File: config.mk
export PLATFORM = sky130hd
export DESIGN_NAME = trace_frame_deframer_flat
export DESIGN_NICKNAME = d
export VERILOG_FILES = /design/src/tfd_pkg.sv /design/src/tfd_if.sv /design/src/tfd_cfg.sv /design/src/tfd_front.sv /design/src/tfd_fifo.sv /design/src/tfd_back.sv /design/src/trace_frame_deframer.sv /design/src/flat_wrapper.sv
export SDC_FILE = /design/constraint.sdc
export NUM_CORES = 2
export LEC_CHECK = 0
export ABC_AREA = 1
export BUFFER_PORTS_ARGS = -buffer_cell sky130_fd_sc_hd__buf_2
export CAP_MARGIN = 20
export CORE_MARGIN = 10
export CORE_UTILIZATION = 55
export DETAILED_ROUTE_END_ITERATION = 6
export GPL_ROUTABILITY_DRIVEN = 0
export GPL_TIMING_DRIVEN = 0
export PLACE_DENSITY_LB_ADDON = 0.3
export REMOVE_ABC_BUFFERS = 1
export SYNTH_ARGS = -nofsm -noshare
export SYNTH_HDL_FRONTEND = slang
export SYNTH_SLANG_ARGS = --single-unit
export TNS_END_PERCENT = 10
File: constraint.sdc
create_clock -name clk -period 13.15 [get_ports clk]
set_input_delay 2.63 -clock clk [delete_from_list [all_inputs] [get_ports clk]]
set_output_delay 2.63 -clock clk [all_outputs]
set_load 0.01 [all_outputs]
File: src/tfd_pkg.sv
// Shared types, codes and header layout tables for the trace frame deframer.
// Depends on nothing; every module of the block and the testbench import it.
package tfd_pkg;

  // Frame header size in bytes.
  localparam int unsigned HDR_BYTES = 64;

  // Configuration register indexes (byte address is 4 * index).
  localparam logic [1:0] REG_MAGIC     = 2'd0;
  localparam logic [1:0] REG_VERSION   = 2'd1;
  localparam logic [1:0] REG_MASK_KIND = 2'd2;

  // Result record codes.
  localparam logic [1:0] REC_HEADER  = 2'd0;
  localparam logic [1:0] REC_TRACE   = 2'd1;
  localparam logic [1:0] REC_VERDICT = 2'd2;

  // Trace field indexes.
  localparam logic [3:0] TF_DETECTOR = 4'd0;
  localparam logic [3:0] TF_KIND     = 4'd1;
  localparam logic [3:0] TF_AVG      = 4'd2;
  localparam logic [3:0] TF_FILLED   = 4'd3;
  localparam logic [3:0] TF_OFFSET   = 4'd4;
  localparam logic [3:0] TF_BYTES    = 4'd5;

  // Header fields whose values the parser keeps.
  localparam logic [3:0] HF_TRACE_COUNT = 4'd3;
  localparam logic [3:0] HF_BIN_COUNT   = 4'd9;
  localparam logic [3:0] HF_FRAME_LEN   = 4'd11;

  // Frame verdict codes.
  typedef enum logic [2:0] {
    ST_OK        = 3'd0,
    ST_SHORT     = 3'd1,
    ST_MAGIC     = 3'd2,
    ST_VERSION   = 3'd3,
    ST_LENGTH    = 3'd4,
    ST_TRACE_HDR = 3'd5,
    ST_PAYLOAD   = 3'd6,
    ST_TRAILING  = 3'd7
  } status_t;

  // Configuration register values.
  typedef struct packed {
    logic [7:0] magic;
    logic [7:0] version;
    logic [7:0] mask_kind;
  } cfg_t;

  // One queue entry: all results that a single byte causes, in delivery order
  // field, payload offset, payload size, verdict.
  typedef struct packed {
    logic        fld_v;
    logic        fld_trace;
    logic [3:0]  fld_idx;
    logic [63:0] fld_value;
    logic [7:0]  trace_num;
    logic        ext_v;
    logic [31:0] offset;
    logic [34:0] nbytes;
    logic        vrd_v;
    status_t     status;
  } entry_t;

  // Where a header byte falls inside the field layout.
  typedef struct packed {
    logic       hit;
    logic [3:0] idx;
    logic       first;
    logic       last;
    logic [2:0] lane;
  } hdr_slot_t;

  localparam logic [6:0] FLD_START [16] = '{
    7'd2, 7'd3, 7'd4, 7'd6, 7'd8, 7'd12, 7'd16, 7'd24,
    7'd32, 7'd40, 7'd44, 7'd48, 7'd52, 7'd56, 7'd60, 7'd62
  };
  localparam logic [6:0] FLD_SIZE [16] = '{
    7'd1, 7'd1, 7'd2, 7'd1, 7'd4, 7'd4, 7'd8, 7'd8,
    7'd8, 7'd4, 7'd4, 7'd4, 7'd4, 7'd4, 7'd2, 7'd2
  };

  // Decodes a header byte position into field, first/last flag and byte lane.
  function automatic hdr_slot_t hdr_lookup(input logic [5:0] pos);
    hdr_slot_t  s;
    logic [6:0] off;
    s   = '0;
    off = '0;
    for (int i = 0; i < 16; i++) begin
      if (!s.hit && ({1'b0, pos} >= FLD_START[i]) &&
          ({1'b0, pos} < FLD_START[i] + FLD_SIZE[i])) begin
        off     = {1'b0, pos} - FLD_START[i];
        s.hit   = 1'b1;
        s.idx   = 4'(i);
        s.first = (off == 7'd0);
        s.last  = (off == FLD_SIZE[i] - 7'd1);
        s.lane  = off[2:0];
      end
    end
    return s;
  endfunction

endpackage

File: src/tfd_if.sv
// Handshake channel interfaces for the trace frame deframer: byte input
// channel and result channel. No dependencies.
interface tfd_byte_if;
  logic       valid;
  logic       ready;
  logic [7:0] frame_byte;
  logic       end_of_frame;

  modport source(output valid, frame_byte, end_of_frame, input ready);
  modport sink(input valid, frame_byte, end_of_frame, output ready);
endinterface

interface tfd_result_if;
  logic        valid;
  logic        ready;
  logic [1:0]  record;
  logic [3:0]  field_index;
  logic [63:0] field_value;
  logic [7:0]  trace_number;
  logic [2:0]  status;
  logic        last_result;

  modport source(output valid, record, field_index, field_value, trace_number,
                 status, last_result, input ready);
  modport sink(input valid, record, field_index, field_value, trace_number,
               status, last_result, output ready);
endinterface

File: src/tfd_cfg.sv
// APB-style configuration registers of the trace frame deframer.
// Depends on tfd_pkg for the register indexes and the cfg_t type.
module tfd_cfg
  import tfd_pkg::*;
(
  input  logic        clk,
  input  logic        rst_n,
  input  logic        psel,
  input  logic        penable,
  input  logic        pwrite,
  input  logic [3:0]  paddr,
  input  logic [31:0] pwdata,
  output logic [31:0] prdata,
  output logic        pready,
  output cfg_t        cfg
);

  cfg_t cfg_r;
  cfg_t cfg_nxt;
  logic wr_en;

  assign pready = 1'b1;
  assign wr_en  = psel && penable && pwrite;

  // Register write decode.
  always_comb begin
    cfg_nxt = cfg_r;
    if (wr_en) begin
      unique case (paddr[3:2])
        REG_MAGIC:     cfg_nxt.magic     = pwdata[7:0];
        REG_VERSION:   cfg_nxt.version   = pwdata[7:0];
        REG_MASK_KIND: cfg_nxt.mask_kind = pwdata[7:0];
        default: ;
      endcase
    end
  end

  always_ff @(posedge clk) begin
    if (!rst_n) begin
      cfg_r <= '0;
    end else begin
      cfg_r <= cfg_nxt;
    end
  end

  // Read-back mux.
  always_comb begin
    unique case (paddr[3:2])
      REG_MAGIC:     prdata = {24'd0, cfg_r.magic};
      REG_VERSION:   prdata = {24'd0, cfg_r.version};
      REG_MASK_KIND: prdata = {24'd0, cfg_r.mask_kind};
      default:       prdata = 32'd0;
    endcase
  end

  assign cfg = cfg_r;

endmodule

File: src/tfd_front.sv
// Front end of the trace frame deframer: parses each accepted byte and
// builds the queue entry of the results it causes. Depends on tfd_pkg.
module tfd_front
  import tfd_pkg::*;
(
  input  logic       clk,
  input  logic       rst_n,
  input  cfg_t       cfg,
  input  logic       fire,
  input  logic [7:0] frame_byte,
  input  logic       end_of_frame,
  output logic       push,
  output entry_t     entry
);

  typedef enum logic [6:0] {
    PH_HEADER   = 7'b0000001,
    PH_THDR     = 7'b0000010,
    PH_PAYLOAD  = 7'b0000100,
    PH_DONE     = 7'b0001000,
    PH_BADMAGIC = 7'b0010000,
    PH_BADVER   = 7'b0100000,
    PH_TRAILING = 7'b1000000
  } phase_t;

  phase_t      phase_r, phase_nxt;
  logic [31:0] pos_r, pos_nxt;
  logic [63:0] acc_r, acc_nxt;
  logic [31:0] length_r, length_nxt;
  logic [7:0]  traces_r, traces_nxt;
  logic [31:0] bins_r, bins_nxt;
  logic [7:0]  done_cnt_r, done_cnt_nxt;
  logic [7:0]  kind_r, kind_nxt;
  logic [34:0] left_r, left_nxt;
  logic [2:0]  tbyte_r, tbyte_nxt;

  hdr_slot_t   slot;
  logic [34:0] pay_bytes;
  logic [34:0] left_dec;
  logic [7:0]  done_inc;
  logic [63:0] byte_ext;
  logic        in_header;

  assign byte_ext  = {56'd0, frame_byte};
  assign in_header = (pos_r[31:6] == 26'd0);
  assign slot      = hdr_lookup(pos_r[5:0]);
  assign left_dec  = left_r - 35'd1;
  assign done_inc  = done_cnt_r + 8'd1;

  // Payload size: mask kind rounds the bin count up to a multiple of four, others take four per bin.
  always_comb begin
    if (kind_r == cfg.mask_kind) begin
      pay_bytes = ({3'd0, bins_r} + 35'd3) & ~35'd3;
    end else begin
      pay_bytes = {1'b0, bins_r, 2'b00};
    end
  end

  // Byte parser.
  always_comb begin
    phase_nxt    = phase_r;
    pos_nxt      = pos_r;
    acc_nxt      = acc_r;
    length_nxt   = length_r;
    traces_nxt   = traces_r;
    bins_nxt     = bins_r;
    done_cnt_nxt = done_cnt_r;
    kind_nxt     = kind_r;
    left_nxt     = left_r;
    tbyte_nxt    = tbyte_r;
    entry        = '0;
    entry.status = ST_OK;

    if (fire) begin
      if (pos_r != 32'hFFFF_FFFF) begin
        pos_nxt = pos_r + 32'd1;
      end

      if (in_header) begin
        // Identity checks on the first two bytes.
        if (pos_r[5:0] == 6'd0 && frame_byte != cfg.magic) begin
          phase_nxt = PH_BADMAGIC;
        end
        if (pos_r[5:0] == 6'd1 && phase_r == PH_HEADER && frame_byte != cfg.version) begin
          phase_nxt = PH_BADVER;
        end
        // Little-endian field assembly.
        if (slot.hit) begin
          if (slot.first) begin
            acc_nxt = byte_ext;
          end else begin
            acc_nxt = acc_r | (byte_ext << {slot.lane, 3'b000});
          end
          if (slot.last) begin
            if (slot.idx == HF_TRACE_COUNT) traces_nxt = acc_nxt[7:0];
            if (slot.idx == HF_BIN_COUNT)   bins_nxt   = acc_nxt[31:0];
            if (slot.idx == HF_FRAME_LEN)   length_nxt = acc_nxt[31:0];
            if (phase_nxt == PH_HEADER) begin
              entry.fld_v     = 1'b1;
              entry.fld_idx   = slot.idx;
              entry.fld_value = acc_nxt;
            end
          end
        end
        if (pos_r[5:0] == 6'd63 && phase_nxt == PH_HEADER) begin
          phase_nxt = (traces_nxt == 8'd0) ? PH_DONE : PH_THDR;
        end
      end else begin
        unique case (phase_r)
          PH_THDR: begin
            entry.fld_trace = 1'b1;
            entry.trace_num = done_cnt_r;
            tbyte_nxt       = tbyte_r + 3'd1;
            case (tbyte_r)
              3'd0: begin
                entry.fld_v     = 1'b1;
                entry.fld_idx   = TF_DETECTOR;
                entry.fld_value = byte_ext;
              end
              3'd1: begin
                kind_nxt        = frame_byte;
                entry.fld_v     = 1'b1;
                entry.fld_idx   = TF_KIND;
                entry.fld_value = byte_ext;
              end
              3'd2, 3'd4: acc_nxt = byte_ext;
              3'd3: begin
                acc_nxt         = acc_r | (byte_ext << 8);
                entry.fld_v     = 1'b1;
                entry.fld_idx   = TF_AVG;
                entry.fld_value = acc_nxt;
              end
              3'd5: acc_nxt = acc_r | (byte_ext << 8);
              3'd6: acc_nxt = acc_r | (byte_ext << 16);
              default: begin
                // Last trace header byte: filled count, payload offset and size.
                acc_nxt         = acc_r | (byte_ext << 24);
                entry.fld_v     = 1'b1;
                entry.fld_idx   = TF_FILLED;
                entry.fld_value = acc_nxt;
                entry.ext_v     = 1'b1;
                entry.offset    = pos_nxt;
                entry.nbytes    = pay_bytes;
                if (pay_bytes == 35'd0) begin
                  done_cnt_nxt = done_inc;
                  phase_nxt    = (done_inc == traces_r) ? PH_DONE : PH_THDR;
                end else begin
                  left_nxt  = pay_bytes;
                  phase_nxt = PH_PAYLOAD;
                end
              end
            endcase
          end
          PH_PAYLOAD: begin
            left_nxt = left_dec;
            if (left_dec == 35'd0) begin
              done_cnt_nxt = done_inc;
              phase_nxt    = (done_inc == traces_r) ? PH_DONE : PH_THDR;
            end
          end
          PH_DONE: phase_nxt = PH_TRAILING;
          default: ;
        endcase
      end

      // Frame verdict, first failed check wins.
      if (end_of_frame) begin
        entry.vrd_v = 1'b1;
        if (pos_r < 32'(HDR_BYTES - 1)) begin
          entry.status = ST_SHORT;
        end else if (phase_nxt == PH_BADMAGIC) begin
          entry.status = ST_MAGIC;
        end else if (phase_nxt == PH_BADVER) begin
          entry.status = ST_VERSION;
        end else if (pos_nxt == 32'hFFFF_FFFF || length_nxt != pos_nxt) begin
          entry.status = ST_LENGTH;
        end else if (phase_nxt == PH_THDR) begin
          entry.status = ST_TRACE_HDR;
        end else if (phase_nxt == PH_PAYLOAD) begin
          entry.status = ST_PAYLOAD;
        end else if (phase_nxt == PH_TRAILING) begin
          entry.status = ST_TRAILING;
        end else begin
          entry.status = ST_OK;
        end
        // The frame is over: the parser starts afresh.
        phase_nxt    = PH_HEADER;
        pos_nxt      = '0;
        acc_nxt      = '0;
        length_nxt   = '0;
        traces_nxt   = '0;
        bins_nxt     = '0;
        done_cnt_nxt = '0;
        kind_nxt     = '0;
        left_nxt     = '0;
        tbyte_nxt    = '0;
      end
    end
  end

  assign push = fire && (entry.fld_v || entry.ext_v || entry.vrd_v);

  always_ff @(posedge clk) begin
    if (!rst_n) begin
      phase_r    <= PH_HEADER;
      pos_r      <= '0;
      acc_r      <= '0;
      length_r   <= '0;
      traces_r   <= '0;
      bins_r     <= '0;
      done_cnt_r <= '0;
      kind_r     <= '0;
      left_r     <= '0;
      tbyte_r    <= '0;
    end else begin
      phase_r    <= phase_nxt;
      pos_r      <= pos_nxt;
      acc_r      <= acc_nxt;
      length_r   <= length_nxt;
      traces_r   <= traces_nxt;
      bins_r     <= bins_nxt;
      done_cnt_r <= done_cnt_nxt;
      kind_r     <= kind_nxt;
      left_r     <= left_nxt;
      tbyte_r    <= tbyte_nxt;
    end
  end

endmodule

File: src/tfd_fifo.sv
// Short entry queue between the front and back ends of the deframer.
// Depends on tfd_pkg for the entry_t type.
module tfd_fifo
  import tfd_pkg::*;
#(
  parameter int unsigned DEPTH = 4
) (
  input  logic   clk,
  input  logic   rst_n,
  input  logic   push,
  input  entry_t push_data,
  input  logic   pop,
  output entry_t head,
  output logic   not_empty,
  output logic   full
);

  localparam int unsigned PTR_W = $clog2(DEPTH);
  localparam int unsigned CNT_W = $clog2(DEPTH + 1);

  entry_t             mem_r [DEPTH];
  logic [PTR_W-1:0]   wr_ptr_r, wr_ptr_nxt;
  logic [PTR_W-1:0]   rd_ptr_r, rd_ptr_nxt;
  logic [CNT_W-1:0]   count_r, count_nxt;

  assign not_empty = (count_r != '0);
  assign full      = (count_r == CNT_W'(DEPTH));
  assign head      = mem_r[rd_ptr_r];

  // Pointer and occupancy update.
  always_comb begin
    wr_ptr_nxt = wr_ptr_r;
    rd_ptr_nxt = rd_ptr_r;
    count_nxt  = count_r;
    if (push) begin
      wr_ptr_nxt = (wr_ptr_r == PTR_W'(DEPTH - 1)) ? '0 : wr_ptr_r + PTR_W'(1);
    end
    if (pop) begin
      rd_ptr_nxt = (rd_ptr_r == PTR_W'(DEPTH - 1)) ? '0 : rd_ptr_r + PTR_W'(1);
    end
    if (push && !pop) begin
      count_nxt = count_r + CNT_W'(1);
    end else if (pop && !push) begin
      count_nxt = count_r - CNT_W'(1);
    end
  end

  always_ff @(posedge clk) begin
    if (!rst_n) begin
      wr_ptr_r <= '0;
      rd_ptr_r <= '0;
      count_r  <= '0;
    end else begin
      wr_ptr_r <= wr_ptr_nxt;
      rd_ptr_r <= rd_ptr_nxt;
      count_r  <= count_nxt;
    end
  end

  // Entry storage.
  always_ff @(posedge clk) begin
    if (push) begin
      mem_r[wr_ptr_r] <= push_data;
    end
  end

`ifndef SYNTHESIS
  a_no_overflow: assert property (@(posedge clk) disable iff (!rst_n)
    push && !pop |-> !full) else $error("queue written while full");
  a_no_underflow: assert property (@(posedge clk) disable iff (!rst_n)
    pop |-> not_empty) else $error("queue read while empty");
`endif

endmodule

File: src/tfd_back.sv
// Back end of the trace frame deframer: unpacks queue entries into single
// result beats behind an output register. Depends on tfd_pkg and tfd_if.
module tfd_back
  import tfd_pkg::*;
(
  input  logic           clk,
  input  logic           rst_n,
  input  entry_t         head,
  input  logic           q_valid,
  output logic           pop,
  tfd_result_if.source   out_ch
);

  logic        out_valid_r, out_valid_nxt;
  logic [1:0]  record_r, record_nxt;
  logic [3:0]  index_r, index_nxt;
  logic [63:0] value_r, value_nxt;
  logic [7:0]  tnum_r, tnum_nxt;
  logic [2:0]  status_r, status_nxt;
  logic        last_r, last_nxt;
  logic [3:0]  sent_r, sent_nxt;

  logic [3:0]  mask;
  logic [3:0]  pend;
  logic [3:0]  sel;
  logic        load;

  // Results still owed by the head entry, in delivery order.
  assign mask = {head.vrd_v, head.ext_v, head.ext_v, head.fld_v};
  assign pend = mask & ~sent_r;
  assign load = q_valid && (!out_valid_r || out_ch.ready);
  assign pop  = load && ((pend & ~sel) == 4'd0);

  always_comb begin
    if (pend[0]) begin
      sel = 4'b0001;
    end else if (pend[1]) begin
      sel = 4'b0010;
    end else if (pend[2]) begin
      sel = 4'b0100;
    end else begin
      sel = {pend[3], 3'b000};
    end
  end

  // Next result beat.
  always_comb begin
    out_valid_nxt = out_valid_r;
    record_nxt    = record_r;
    index_nxt     = index_r;
    value_nxt     = value_r;
    tnum_nxt      = tnum_r;
    status_nxt    = status_r;
    last_nxt      = last_r;
    sent_nxt      = sent_r;
    if (out_ch.ready) begin
      out_valid_nxt = 1'b0;
    end
    if (load) begin
      out_valid_nxt = 1'b1;
      status_nxt    = ST_OK;
      last_nxt      = 1'b0;
      tnum_nxt      = head.trace_num;
      record_nxt    = REC_TRACE;
      if (sel[0]) begin
        record_nxt = head.fld_trace ? REC_TRACE : REC_HEADER;
        index_nxt  = head.fld_idx;
        value_nxt  = head.fld_value;
        tnum_nxt   = head.fld_trace ? head.trace_num : 8'd0;
      end else if (sel[1]) begin
        index_nxt = TF_OFFSET;
        value_nxt = {32'd0, head.offset};
      end else if (sel[2]) begin
        index_nxt = TF_BYTES;
        value_nxt = {29'd0, head.nbytes};
      end else begin
        record_nxt = REC_VERDICT;
        index_nxt  = 4'd0;
        value_nxt  = 64'd0;
        tnum_nxt   = 8'd0;
        status_nxt = head.status;
        last_nxt   = 1'b1;
      end
      sent_nxt = pop ? 4'd0 : (sent_r | sel);
    end
  end

  always_ff @(posedge clk) begin
    if (!rst_n) begin
      out_valid_r <= 1'b0;
      sent_r      <= '0;
    end else begin
      out_valid_r <= out_valid_nxt;
      sent_r      <= sent_nxt;
    end
  end

  always_ff @(posedge clk) begin
    record_r <= record_nxt;
    index_r  <= index_nxt;
    value_r  <= value_nxt;
    tnum_r   <= tnum_nxt;
    status_r <= status_nxt;
    last_r   <= last_nxt;
  end

  assign out_ch.valid        = out_valid_r;
  assign out_ch.record       = record_r;
  assign out_ch.field_index  = index_r;
  assign out_ch.field_value  = value_r;
  assign out_ch.trace_number = tnum_r;
  assign out_ch.status       = status_r;
  assign out_ch.last_result  = last_r;

`ifndef SYNTHESIS
  a_sent_subset: assert property (@(posedge clk) disable iff (!rst_n)
    q_valid |-> ((sent_r & ~mask) == 4'd0)) else $error("sent mask outside entry");
  a_verdict_last: assert property (@(posedge clk) disable iff (!rst_n)
    out_valid_r |-> ((record_r == REC_VERDICT) == last_r))
    else $error("verdict and last flag disagree");
  a_pop_clears: assert property (@(posedge clk) disable iff (!rst_n)
    pop |=> sent_r == 4'd0) else $error("sent mask kept after pop");
`endif

endmodule

File: src/trace_frame_deframer.sv
// Trace frame deframer: one byte per beat in, header and trace fields plus a verdict out.
// The results of a byte pass through the entry queue and then the output register to the port.
// Throughput: one byte per cycle while the queue has room; a byte yields up to four results,
// drained one per cycle through the QUEUE_DEPTH-entry queue, so the result port sets the pace.
// Reset: synchronous active-low rst_n clears parser, queue and output valid; the
// configuration registers reset to zero. No clearing pass is needed.
module trace_frame_deframer
  import tfd_pkg::*;
#(
  parameter int unsigned QUEUE_DEPTH = 4
) (
  input  logic         clk,
  input  logic         rst_n,
  tfd_byte_if.sink     in_ch,
  tfd_result_if.source out_ch,
  input  logic         psel,
  input  logic         penable,
  input  logic         pwrite,
  input  logic [3:0]   paddr,
  input  logic [31:0]  pwdata,
  output logic [31:0]  prdata,
  output logic         pready
);

  cfg_t   cfg;
  entry_t push_entry;
  entry_t head;
  logic   push;
  logic   pop;
  logic   q_valid;
  logic   q_full;
  logic   fire;

  // Input beats are taken whenever the queue has room.
  assign in_ch.ready = !q_full;
  assign fire        = in_ch.valid && !q_full;

  tfd_cfg u_cfg (
    .clk     (clk),
    .rst_n   (rst_n),
    .psel    (psel),
    .penable (penable),
    .pwrite  (pwrite),
    .paddr   (paddr),
    .pwdata  (pwdata),
    .prdata  (prdata),
    .pready  (pready),
    .cfg     (cfg)
  );

  tfd_front u_front (
    .clk          (clk),
    .rst_n        (rst_n),
    .cfg          (cfg),
    .fire         (fire),
    .frame_byte   (in_ch.frame_byte),
    .end_of_frame (in_ch.end_of_frame),
    .push         (push),
    .entry        (push_entry)
  );

  tfd_fifo #(
    .DEPTH (QUEUE_DEPTH)
  ) u_fifo (
    .clk       (clk),
    .rst_n     (rst_n),
    .push      (push),
    .push_data (push_entry),
    .pop       (pop),
    .head      (head),
    .not_empty (q_valid),
    .full      (q_full)
  );

  tfd_back u_back (
    .clk     (clk),
    .rst_n   (rst_n),
    .head    (head),
    .q_valid (q_valid),
    .pop     (pop),
    .out_ch  (out_ch)
  );

endmodule

File: src/flat_wrapper.sv
// flat-port wrapper written by rule: the top's interface ports become plain ports
module trace_frame_deframer_flat import tfd_pkg::*;
#(
  parameter int unsigned QUEUE_DEPTH = 4
)
  (clk, rst_n, psel, penable, pwrite, paddr, pwdata, prdata, pready, in_ch_valid, in_ch_frame_byte, in_ch_end_of_frame, in_ch_ready, out_ch_valid, out_ch_record, out_ch_field_index, out_ch_field_value, out_ch_trace_number, out_ch_status, out_ch_last_result, out_ch_ready);
  tfd_byte_if in_ch_i ();
  tfd_result_if out_ch_i ();
  input  logic clk;
  input  logic rst_n;
  input  logic psel;
  input  logic penable;
  input  logic pwrite;
  input  logic [3:0] paddr;
  input  logic [31:0] pwdata;
  output logic [31:0] prdata;
  output logic pready;
  input wire logic [$bits(in_ch_i.valid)-1:0] in_ch_valid;
  input wire logic [$bits(in_ch_i.frame_byte)-1:0] in_ch_frame_byte;
  input wire logic [$bits(in_ch_i.end_of_frame)-1:0] in_ch_end_of_frame;
  output wire logic [$bits(in_ch_i.ready)-1:0] in_ch_ready;
  output wire logic [$bits(out_ch_i.valid)-1:0] out_ch_valid;
  output wire logic [$bits(out_ch_i.record)-1:0] out_ch_record;
  output wire logic [$bits(out_ch_i.field_index)-1:0] out_ch_field_index;
  output wire logic [$bits(out_ch_i.field_value)-1:0] out_ch_field_value;
  output wire logic [$bits(out_ch_i.trace_number)-1:0] out_ch_trace_number;
  output wire logic [$bits(out_ch_i.status)-1:0] out_ch_status;
  output wire logic [$bits(out_ch_i.last_result)-1:0] out_ch_last_result;
  input wire logic [$bits(out_ch_i.ready)-1:0] out_ch_ready;
  assign in_ch_i.valid = in_ch_valid;
  assign in_ch_i.frame_byte = in_ch_frame_byte;
  assign in_ch_i.end_of_frame = in_ch_end_of_frame;
  assign in_ch_ready = in_ch_i.ready;
  assign out_ch_valid = out_ch_i.valid;
  assign out_ch_record = out_ch_i.record;
  assign out_ch_field_index = out_ch_i.field_index;
  assign out_ch_field_value = out_ch_i.field_value;
  assign out_ch_trace_number = out_ch_i.trace_number;
  assign out_ch_status = out_ch_i.status;
  assign out_ch_last_result = out_ch_i.last_result;
  assign out_ch_i.ready = out_ch_ready;
  trace_frame_deframer #(.QUEUE_DEPTH(QUEUE_DEPTH)) u_core (.clk(clk), .rst_n(rst_n), .in_ch(in_ch_i), .out_ch(out_ch_i), .psel(psel), .penable(penable), .pwrite(pwrite), .paddr(paddr), .pwdata(pwdata), .prdata(prdata), .pready(pready));
endmodule
==> metrics.txt <==
# TYPE chip_impl_metric gauge
chip_impl_info{name="unrepaired_setup_endpoints_after_global_routing",value="no"} 1
chip_impl_metric{name="cts-hold-fix-buffers",unit=""} 0
chip_impl_metric{name="clkLatencyLatePin",unit="ns"} 0.67
chip_impl_metric{name="max_slew.worst_pin.slew",unit="ns"} 1.116
chip_impl_metric{name="timing.final.ws_setup",unit="ns"} 5.138
chip_impl_metric{name="grt_start_max_net_pins",unit=""} 154
chip_impl_metric{name="vias_in_the_first_global_route",unit=""} 34713
chip_impl_metric{name="area_delta_synth_final",unit="%"} 11.48
chip_impl_info{name="crit-reg2reg-capture",value="u_core.u_fifo.mem_r[3][0]"} 1
chip_impl_metric{name="p_leak",unit="µW"} 0.01908
chip_impl_info{name="crit_type",value="flip-flop to flip-flop"} 1
chip_impl_info{name="synth_commonest_cells",value="sky130_fd_sc_hd__nand2_1, sky130_fd_sc_hd__nor2_1, sky130_fd_sc_hd__edfxtp_1"} 1
chip_impl_metric{name="port_buffers",unit=""} 117
chip_impl_info{name="dominantRegCellSynth",value="sky130_fd_sc_hd__edfxtp_1"} 1
chip_impl_metric{name="h_tree_depth",unit=""} 3
chip_impl_metric{name="ant_nets",unit=""} 0
chip_impl_metric{name="slew_headroom",unit="%"} 25.33
chip_impl_metric{name="cell_count_of_the_worst_reg_to_reg_path",unit=""} 29
chip_impl_metric{name="final_max_slew_viol_count",unit=""} 0
chip_impl_metric{name="worst_hold_path.num_cells",unit=""} 2
chip_impl_metric{name="cts.sink_count",unit=""} 936
chip_impl_metric{name="final_min_period_over_clock_period",unit="%"} 60.93
chip_impl_metric{name="number_of_failing_setup_endpoints_in_the_final_timing_report",unit=""} 0
chip_impl_metric{name="placed_cell_area",unit="mm²"} 0.04683
chip_impl_info{name="slowest_cp_cell",value="sky130_fd_sc_hd__clkinv_1"} 1
chip_impl_metric{name="post_synth_instance_area",unit="mm²"} 0.04493
chip_impl_metric{name="postSynthAreaPerCell",unit="µm²"} 8.832
chip_impl_metric{name="initial_utilization",unit="%"} 55.60
chip_impl_metric{name="synthArstFlopShare",unit="%"} 0
chip_impl_metric{name="timing.final.crit_period",unit="ns"} 8.012
chip_impl_metric{name="route.detailed.drc",unit=""} 0
chip_impl_info{name="worst_r2r_startpoint",value="u_core.u_front.pos_r[0]"} 1
chip_impl_metric{name="chipWidth",unit="µm"} 305.8
chip_impl_metric{name="crit_fanout",unit=""} 33
chip_impl_metric{name="stdcell_area",unit="mm²"} 0.05008
chip_impl_metric{name="postCtsResizedCells",unit=""} 0
chip_impl_metric{name="grt_overflow_total",unit=""} 0
chip_impl_metric{name="worst_path_max_stage_delay",unit="ns"} 1.14
chip_impl_metric{name="max_freq",unit="GHz"} 0.1248
chip_impl_metric{name="flip_flop_and_latch_count_after_synthesis",unit=""} 936
chip_impl_metric{name="path_clk_slew",unit="ns"} 0.07
chip_impl_info{name="hold_start",value="u_core.u_fifo.rd_ptr_r[1]"} 1
chip_impl_metric{name="total_power",unit="µW"} 8285
chip_impl_metric{name="post-cts-setup-buffer-count",unit=""} 0
chip_impl_metric{name="route.vias.total",unit=""} 37298
chip_impl_metric{name="io_pins",unit=""} 169
chip_impl_metric{name="synth_top_cell_area_share",unit="%"} 44.72
chip_impl_metric{name="tns",unit="ns"} 0
chip_impl_metric{name="design.die.area",unit="mm²"} 0.09352
chip_impl_metric{name="diode_count",unit=""} 0
chip_impl_info{name="most_instantiated_library_cell_after_synthesis",value="sky130_fd_sc_hd__nand2_1"} 1
chip_impl_metric{name="die_y",unit="µm"} 305.8
chip_impl_metric{name="layout.nets",unit=""} 5174
chip_impl_metric{name="timing.reg2reg.setup_slack",unit="ns"} 5.14
chip_impl_metric{name="synth-warning-count",unit=""} 0
chip_impl_info{name="hold_path_class",value="flip-flop to flip-flop"} 1
chip_impl_info{name="worstSetupStartpointType",value="flip-flop"} 1
chip_impl_info{name="crit_path_frequent_cell",value="sky130_fd_sc_hd__nand2_1"} 1
chip_impl_metric{name="n_fill_cell",unit=""} 6591
chip_impl_metric{name="synth_edf_count",unit=""} 669
chip_impl_metric{name="drt-vias-per-instance",unit=""} 5.990
chip_impl_info{name="post-synth-top-area-cell",value="sky130_fd_sc_hd__edfxtp_1"} 1
chip_impl_metric{name="grt_use_total",unit="%"} 26.23
chip_impl_metric{name="cap_violations",unit=""} 0
chip_impl_metric{name="synth.yosys.seq_area_share",unit="%"} 56.61
chip_impl_info{name="root_buffer",value="sky130_fd_sc_hd__clkbuf_16"} 1
chip_impl_metric{name="drt-total-wl",unit="mm"} 127.4
chip_impl_metric{name="peak_vdd_ir",unit="µV"} 183.4
chip_impl_metric{name="final-hold-violation-count",unit=""} 0
chip_impl_metric{name="grt_antenna_before_repair",unit=""} 2
chip_impl_info{name="worstSetupEndpointType",value="flip-flop"} 1
chip_impl_metric{name="netlist-cell-type-count",unit=""} 75
chip_impl_metric{name="dpl.hpwl",unit="mm"} 85.49
chip_impl_metric{name="core-area",unit="mm²"} 0.08081
chip_impl_metric{name="routed_wire_length_per_instance",unit="µm"} 20.45
chip_impl_metric{name="multiInputGateArea",unit="mm²"} 0.01689
chip_impl_metric{name="pwr_density_cell",unit="mW/mm²"} 165.4
chip_impl_metric{name="cp.arrival",unit="ns"} 8.51
chip_impl_metric{name="drt-pass1-iter-count",unit=""} 6
chip_impl_info{name="tritoncts_clock_tree",value="built"} 1
chip_impl_info{name="post_synth_main_area_contributors",value="sky130_fd_sc_hd__edfxtp_1, sky130_fd_sc_hd__dfxtp_1, sky130_fd_sc_hd__nand2_1"} 1
chip_impl_metric{name="numCtsBuffers",unit=""} 95
chip_impl_info{name="run_status",value="finished, final reports clean"} 1
chip_impl_metric{name="grt_first_pass_wirelength",unit="mm"} 195.9
chip_impl_metric{name="dp_slack",unit="ns"} 4.785
chip_impl_metric{name="placement_rows",unit=""} 104
chip_impl_metric{name="finClkSkew",unit="ns"} 0.03331
chip_impl_metric{name="whs",unit="ns"} 0.4632
chip_impl_metric{name="drive_above_1_share",unit="%"} 8.129
chip_impl_metric{name="worstPathRequired",unit="ns"} 13.65
chip_impl_metric{name="register_area",unit="mm²"} 0.02544
chip_impl_metric{name="clk_path_buf_depth",unit=""} 3
chip_impl_metric{name="drt_first_iter_violations",unit=""} 4916
chip_impl_metric{name="post_syn_instances",unit=""} 5087
cell usage in the layout (no fill, tap or decap), types with 27 or more instances in the layout:
| master | synthesis | final |
|---|---|---|
| sky130_fd_sc_hd__nor4_1 | 28 | 28 |
| sky130_fd_sc_hd__nor2_1 | 756 | 748 |
| sky130_fd_sc_hd__o311ai_0 | 30 | 30 |
| sky130_fd_sc_hd__a21oi_1 | 358 | 358 |
| sky130_fd_sc_hd__a221oi_1 | 27 | 27 |
| sky130_fd_sc_hd__ha_1 | 35 | 35 |
| sky130_fd_sc_hd__buf_2 | 14 | 117 |
| sky130_fd_sc_hd__o21ai_0 | 384 | 384 |
| sky130_fd_sc_hd__buf_12 | 0 | 27 |
| sky130_fd_sc_hd__nand3_1 | 204 | 203 |
| sky130_fd_sc_hd__dfxtp_1 | 267 | 265 |
| sky130_fd_sc_hd__xor2_1 | 80 | 80 |
| sky130_fd_sc_hd__nand4_1 | 67 | 67 |
| sky130_fd_sc_hd__clkbuf_16 | 0 | 97 |
| sky130_fd_sc_hd__o22ai_1 | 157 | 157 |
| sky130_fd_sc_hd__nand2_1 | 1075 | 1072 |
| sky130_fd_sc_hd__inv_1 | 365 | 361 |
| sky130_fd_sc_hd__edfxtp_1 | 669 | 669 |
| sky130_fd_sc_hd__nor3_1 | 48 | 47 |
worst max path at each step:
stage	start	endpoint	slack (ns)
2_1_floorplan	flip-flop	u_core.u_back.out_ch.field_value[10]	-1.40
6_report	u_core.u_front.pos_r[0]	u_core.u_fifo.mem_r[3][0]	5.14
3_3_place_gp	flip-flop	u_core.u_back.out_ch.field_value[20]	-18.90
5_1_grt	u_core.u_front.pos_r[0]	u_core.u_fifo.mem_r[1][0]	4.56
4_1_cts	in_ch_frame_byte[3]	u_core.u_fifo.mem_r[3][37]	5.46
3_5_place_dp	in_ch_frame_byte[3]	u_core.u_fifo.mem_r[3][37]	4.78
report_power, final:
group / total [µW] / internal [µW] / switching, µW
logic: 1970 / 594 / 1370
clock network: 2740 / 1580 / 1160
registers: 3580 / 3480 / 95.4
state kept, by name, summed over array words and instances (netlist names), 3 cells and up, named ones only:
name                               count
u_core.u_front.left_r                 35
u_core.u_fifo.mem_r                  588
u_core.u_back.out_ch.field_index       4
u_core.u_fifo.count_r                  3
u_core.u_front.done_cnt_r              8
u_core.u_front.length_r               32
u_core.u_back.sent_r                   4
u_core.u_front.kind_r                  8
u_core.u_cfg.cfg                      24
u_core.u_front.traces_r                8
u_core.u_front.phase_r                 7
u_core.u_front.tbyte_r                 3
u_core.u_back.out_ch.field_value      64
u_core.u_front.pos_r                  32
u_core.u_back.out_ch.status            3
u_core.u_front.acc_r                  64
u_core.u_back.out_ch.trace_number      8
u_core.u_front.bins_r                 32
per-layer routing:
layer / global-route usage, % / vias up / wire [µm]
li1: - / 17395 / -
met1: 35.01 / 17700 / 51240
met2: 41.76 / 1865 / 58400
met3: 4.715 / 334 / 12240
met4: 11.17 / 4 / 5458
met5: 0 / - / 17
through the flow:
stage | util (%) | std cells
2_1_floorplan | - | 4819
3_3_place_gp | 56.48 | 5996
3_5_place_dp | 57.95 | 6044
4_1_cts | 61.88 | 6222
5_1_grt | 61.98 | 6227
6_report | 61.98 | 6227
area by class of cell:
cell class / instances / area share (%)
clock buffers: 137 / 5.426
flip-flops and latches: 936 / 50.80
multi-input cells: 3484 / 33.72
inverters: 399 / 3.048
repair buffers: 170 / 3.443
clock inverters: 41 / 0.9194
well taps: 1060 / 2.648
kinds of logic (layout without fill, tap and decap cells):
family | after synthesis | after routing | share of synthesized area [%]
buffers and inverters | 690 | 747 | 6.205
AOI/OAI and AO/OA | 1067 | 1067 | 13.39
xor gates and xnor gates | 104 | 104 | 2.027
DFF | 936 | 936 | 56.61
adders and majority gates | 36 | 36 | 1.019
and+or+nand+nor | 2252 | 2252 | 20.73
other | 2 | 25 | 0.01672
critical path: cells and delay by family (launching register included):
kind                     cells  cell delay (ns)
flip-flops                   1             0.94
adder cells (fa/ha/maj)      1             0.43
AO/OA/AOI/OAI                5             1.75
AND/OR/NAND/NOR             19             2.67
buffers and inverters        4             2.00
No activity file was read; power rests on OpenSTA's default activity.
